==> config.mk <==
export PLATFORM = sky130hd
export DESIGN_NAME = scrs_ctrl
export DESIGN_NICKNAME = d
export VERILOG_FILES = /design/src/sv/scrs_pkg.sv /design/src/sv/scrs_ctrl.sv
export SDC_FILE = /design/constraint.sdc
export NUM_CORES = 1
export LEC_CHECK = 0
export ABC_AREA = 1
export BUFFER_PORTS_ARGS = -buffer_cell sky130_fd_sc_hd__buf_2
export CAP_MARGIN = 20
export CELL_PAD_IN_SITES_DETAIL_PLACEMENT = 1
export CELL_PAD_IN_SITES_GLOBAL_PLACEMENT = 1
export CORE_AREA = 2 2 39 41
export DETAILED_ROUTE_END_ITERATION = 16
export DIE_AREA = 0 0 41 43
export GPL_TIMING_DRIVEN = 1
export PLACE_DENSITY_LB_ADDON = 0.1
export SYNTH_ARGS = -nofsm -noshare
export SYNTH_HDL_FRONTEND = slang
export SYNTH_SLANG_ARGS = --single-unit
==> constraint.sdc <==
create_clock -name clk_i -period 1 [get_ports clk_i]
set_clock_uncertainty 0.1 [all_clocks]
set_input_delay 0.15 -clock clk_i [delete_from_list [all_inputs] [get_ports clk_i]]
set_output_delay 0.15 -clock clk_i [all_outputs]
set_load 0.02 [all_outputs]
==> src/sv/scrs_pkg.sv <==
package scrs_pkg;

  localparam logic [1:0] CMD_APPEND = 2'd0;
  localparam logic [1:0] CMD_CLEAR  = 2'd1;
  localparam logic [1:0] CMD_QUERY  = 2'd2;

  localparam logic [2:0] PRED_EQ    = 3'd0;
  localparam logic [2:0] PRED_NE    = 3'd1;
  localparam logic [2:0] PRED_LT    = 3'd2;
  localparam logic [2:0] PRED_GE    = 3'd3;
  localparam logic [2:0] PRED_RANGE = 3'd4;

  localparam logic [1:0] STAT_OK    = 2'd0;
  localparam logic [1:0] STAT_FULL  = 2'd1;
  localparam logic [1:0] STAT_ORDER = 2'd2;

  typedef enum logic [2:0] {
    ST_IDLE,
    ST_EXEC,
    ST_SRCH,
    ST_EMIT1,
    ST_EMIT2
  } state_e;

  typedef struct packed {
    logic latch;
    logic update;
    logic init;
    logic step;
    logic emit_first;
    logic emit_second;
  } ctrl_t;

  typedef struct packed {
    logic [1:0] command;
    logic       pred_ne;
    logic       search_done;
    logic       out_free;
  } stat_t;

endpackage

==> src/sv/scrs_ctrl.sv <==
module scrs_ctrl (
  input  logic            clk_i,
  input  logic            rst_ni,
  input  logic            in_valid_i,
  output logic            in_stall_o,
  input  scrs_pkg::stat_t stat_i,
  output scrs_pkg::ctrl_t ctrl_o
);

  scrs_pkg::state_e state_q, state_d;

  always_ff @(posedge clk_i or negedge rst_ni) begin
    if (!rst_ni) begin
      state_q <= scrs_pkg::ST_IDLE;
    end else begin
      state_q <= state_d;
    end
  end

  always_comb begin
    state_d    = state_q;
    ctrl_o     = '0;
    in_stall_o = 1'b1;
    case (state_q)
      scrs_pkg::ST_IDLE: begin
        in_stall_o = 1'b0;
        if (in_valid_i) begin
          ctrl_o.latch = 1'b1;
          state_d      = scrs_pkg::ST_EXEC;
        end
      end
      scrs_pkg::ST_EXEC: begin
        case (stat_i.command)
          scrs_pkg::CMD_APPEND, scrs_pkg::CMD_CLEAR: begin
            if (stat_i.out_free) begin
              ctrl_o.update = 1'b1;
              state_d       = scrs_pkg::ST_IDLE;
            end
          end
          scrs_pkg::CMD_QUERY: begin
            ctrl_o.init = 1'b1;
            state_d     = scrs_pkg::ST_SRCH;
          end
          default: begin
            state_d = scrs_pkg::ST_IDLE;
          end
        endcase
      end
      scrs_pkg::ST_SRCH: begin
        ctrl_o.step = 1'b1;
        if (stat_i.search_done) begin
          state_d = scrs_pkg::ST_EMIT1;
        end
      end
      scrs_pkg::ST_EMIT1: begin
        if (stat_i.out_free) begin
          ctrl_o.emit_first = 1'b1;
          state_d = stat_i.pred_ne ? scrs_pkg::ST_EMIT2 : scrs_pkg::ST_IDLE;
        end
      end
      scrs_pkg::ST_EMIT2: begin
        if (stat_i.out_free) begin
          ctrl_o.emit_second = 1'b1;
          state_d            = scrs_pkg::ST_IDLE;
        end
      end
      default: begin
        state_d = scrs_pkg::ST_IDLE;
      end
    endcase
  end

endmodule

======== Yosys cells after proc, flatten, opt, wreduce, memory -nomap -nowiden ========
Cells that the tools add are included.
storage, ports and cells
  register bits after elaboration ......... 3
  bits of input ports ..................... 8
  output and inout bits ................... 7
  word-level logic and storage cells ...... 31
cells by class
  equality and inequality tests ........... 9
  multiplexer cells ....................... 17
  reductions and logical operators ........ 4
operator list
  operator                                       number
  2-to-1 mux 3 bit                               5
  case mux 3 bit (5 select lines)                1
  2-to-1 mux 1 bit                               9
  == test 3 x 2 -> 1 bit, second input constant  2
  inequality test 2 bit, second input constant   3
  case mux 3 bit (2 select lines)                1
  == test 3 x 1 -> 1 bit, second input constant  1
  == test 3 bit, second input constant           1
  logical NOT 3 bit                              1
  AND reduction 3 bit                            1
  == test 2 x 1 -> 1 bit, second input constant  1
  == test 2 bit, second input constant           1
  logical NOT 2 bit                              1
  2-to-1 mux 2 bit                               1
  OR reduction 2 bit                             1

======== Depth between registers and ports, before layout ========
  depth in word-level cells ............... 4
  depth in mapped cells ................... 7
  depth with buffers taken out ............ 7

======== Worst setup path after synthesis ========
No wires, ideal clock.
  path kind ............................... reg2out
  start ................................... reg state_q[2]
  end ..................................... out ctrl_o[0] (netlist name)
  arrival time ............................ 1173 ps
  required time ........................... 750 ps
  setup slack ............................. -423 ps
  stages on the path, launching flop included .. 3
  path buffers ............................ 0
  cell sequence ........................... dfrtp_1 -> inv_1 -> nor4_1
RTL lines
  what                      line             source
  start: declaration        scrs_ctrl.sv:10  scrs_pkg::state_e state_q, state_d;
  start signal: assignment  scrs_ctrl.sv:14  state_q <= scrs_pkg::ST_IDLE;
  start signal: assignment  scrs_ctrl.sv:16  state_q <= state_d;
  end: declaration          scrs_ctrl.sv:7   output scrs_pkg::ctrl_t ctrl_o

==> results_dict.tcl <==
set metrics [dict create \
    final_core_util_pct 40.6 \
    grt_antenna_before_repair 0 \
    wirelength_um 883 \
    yosysSeqAreaShare_pct 30.5 \
    synth-xor-area-share_pct 0 \
    yosys_warnings 0 \
    vias_per_cell 4.27 \
    initial_utilization_pct 17.8 \
    relSlewSlack_pct 77.3 \
    syn-num-nets 50 \
    cp_max_fo 5 \
    io_buffer_count 14 \
    min-delay-start "stat_i[2]" \
    drtIter0Drc 0 \
    drc 0 \
    ioPinCount 15 \
    overflow 0 \
    syn_to_final_growth_pct 128 \
    clock_latency_ns 0.23 \
    vias 367 \
    postSynthAreaPerCell_um2 5.87 \
    hold_viol 0 \
    hp-class "primary input to flop" \
    clockRootBuffer "clkbuf_4" \
    post-route-period-util_pct 142 \
    violations "negative setup slack" \
    grt_pass1_wl_mm 1.48 \
    fin_nets 79 \
    maxCapViolations 0 \
    grt_max_degree 7 \
    place.gp.congestion 0.659 \
    power_mw 1.48 \
    ys_ff_latch 3 \
    hpwl_um 657 \
    place_ws_ns -0.278 \
    cts_buffer_depth 2 \
    worstPathRequired_ns 0.75 \
    synth_cell_type_count 13 \
    netlist_area_um2 246 \
    largest_reg_flops 3 \
    grt_pass1_vias 374 \
    die_area_um2 1760 \
    coreArea_um2 1380 \
    fmax_ghz 0.705 \
    synth-adder-area-share_pct 0 \
    synth_compound_area_share_pct 8.12 \
    critPathLaunch "state_q[1]" \
    clk_pin_slew_ns 0.04 \
    syn_inst 42 \
    n_antenna_cell 0 \
    drv_slew 0 \
    final-setup-viol-count 10 \
    p_leak_nw 0.284 \
    finalSetupTns_ns -3.45 \
    synthMuxAreaShare_pct 0 \
    largest-register "state_q" \
    holdWs_ns 0.0745 \
    synth_top_family_by_area "simple AND/OR/NAND/NOR gates" \
    cp-end-kind "output pin" \
    setup_ws_ns -0.419 \
    die_x_um 41 \
    cts_buffers 3 \
    wl_per_cell_um 10.3 \
    cp.arrival_ns 1.17 \
    row_count 14 \
    largestRegisters "state_q: 3 flops" \
    period_needed_ns 1.42 \
    status "finished with violations" \
    ir_drop_mv 1.14 \
    cts_tree "built" \
    worstMarginPinSlew_ns 0.340 \
    clock-sinks 3 \
    track_usage_pct 12.5 \
    r2r_start "state_q[2]" \
    htree_levels 1 \
    cp-start-kind "flop" \
    drt_first_pass_iters 1 \
    path_class "flop to output pin" \
    cellPowerDensity_nw_per_um2 2630 \
    yosys.area_share.simple_pct 49.2 \
    die-height_um 43 \
    ant_nets 0 \
    drive_gt1_share_pct 65.7 \
    rsz0062_at_grt "true" \
]
## per-layer routing
| metal | vias up | share of wire, % | track usage [%] |
|---|---|---|---|
| li1 | 188 | - | - |
| met1 | 167 | 42 | 14.8 |
| met2 | 12 | 52 | 19.7 |
| met3 | 0 | 6.1 | 4.71 |
| met4 | 0 | 0 | 4.00 |
| met5 | - | 0 | 0 |
## Yosys cell counts
| library cell | number | area share, % |
|---|---|---|
| a21oi_1 | 3 | 6.1 |
| clkinv_1 | 1 | 1.5 |
| dfrtp_1 | 3 | 30 |
| inv_1 | 7 | 11 |
| nand2_1 | 10 | 15 |
| nand2_2 | 1 | 2.5 |
| nand3_1 | 4 | 8.1 |
| nand3_2 | 1 | 4.1 |
| nor2_1 | 8 | 12 |
| nor2_2 | 1 | 2.5 |
| nor3_1 | 1 | 2.0 |
| nor4_1 | 1 | 2.5 |
| o21ai_0 | 1 | 2.0 |
## placed cells by master, fill, tap and decap left out
cell and instances:
nor2_1 2, inv_1 5, clkbuf_4 3, dlygate4sd3_1 1
clkbuf_1 1, nor3_4 1, nand3_1 4, nand2_1 8
buf_4 12, o21ai_0 1, buf_2 8, inv_4 1
inv_2 1, a21oi_2 2, nand3_2 1, clkinv_1 1
nor2_2 2, buf_6 3, nor2_4 5, a21oi_1 1
dfrtp_2 3, nand2_2 1, nor4_4 1, nand2_4 2
## per-stage QoR
| step | cell area [um2] | instances |
|---|---|---|
| 6_report | 562 | 86 |
| 5_1_grt | 562 | 86 |
| 4_1_cts | 549 | 86 |
| 3_5_place_dp | 448 | 78 |
| 3_3_place_gp | 448 | 78 |
| 2_1_floorplan | 313 | 42 |
## area by class of cell
cell class	count	area [um2]
Inverter	8	32.5
Fill cell	183	822
Timing Repair Buffer	24	174
Multi-Input combinational cell	31	230
Tap cell	16	20.0
Clock buffer	4	26.3
Sequential cell	3	78.8
## power by group
| group | switching, mW | internal [mW] |
|---|---|---|
| sequential | 0.113 | 0.176 |
| combinational | 0.507 | 0.467 |
| clock | 0.0652 | 0.150 |
| total | 0.686 | 0.793 |
## worst max-delay path, stage by stage, from the launching register on
cell and delay (ns):
dfrtp_2 0.46, buf_4 0.16, nand3_1 0.12, nor2_4 0.04, buf_4 0.16
## path summary, 6_finish.rpt
| kind | to | slack (ns) | cells after the start |
|---|---|---|---|
| max | ctrl_o[1] | -0.42 | 4 |
| min | state_q[2] | 0.07 | 3 |
| max reg2reg | state_q[1] | -0.31 | 8 |
| min reg2reg | state_q[0] | 0.71 | 3 |
| max in group asynchronous | state_q[2] | 0.53 | 2 |
| min in group asynchronous | state_q[0] | 0.15 | 2 |
## repair_timing
action | 4_1_cts | 5_1_grt
pin swaps | 7 | 1
resized for setup | 13 | 4
endpoints found under the hold margin | 3 | 0
hold buffers | 1 | 0
endpoints found under the setup margin | 10 | 10
setup buffers | 3 | 0
## logic make-up after synthesis
logic type             Yosys count
buffers and inverters            8
AOI/OAI and AO/OA                4
and+or+nand+nor                 27
DFF                              3
Note: power is estimated with default switching activity, not from simulation.
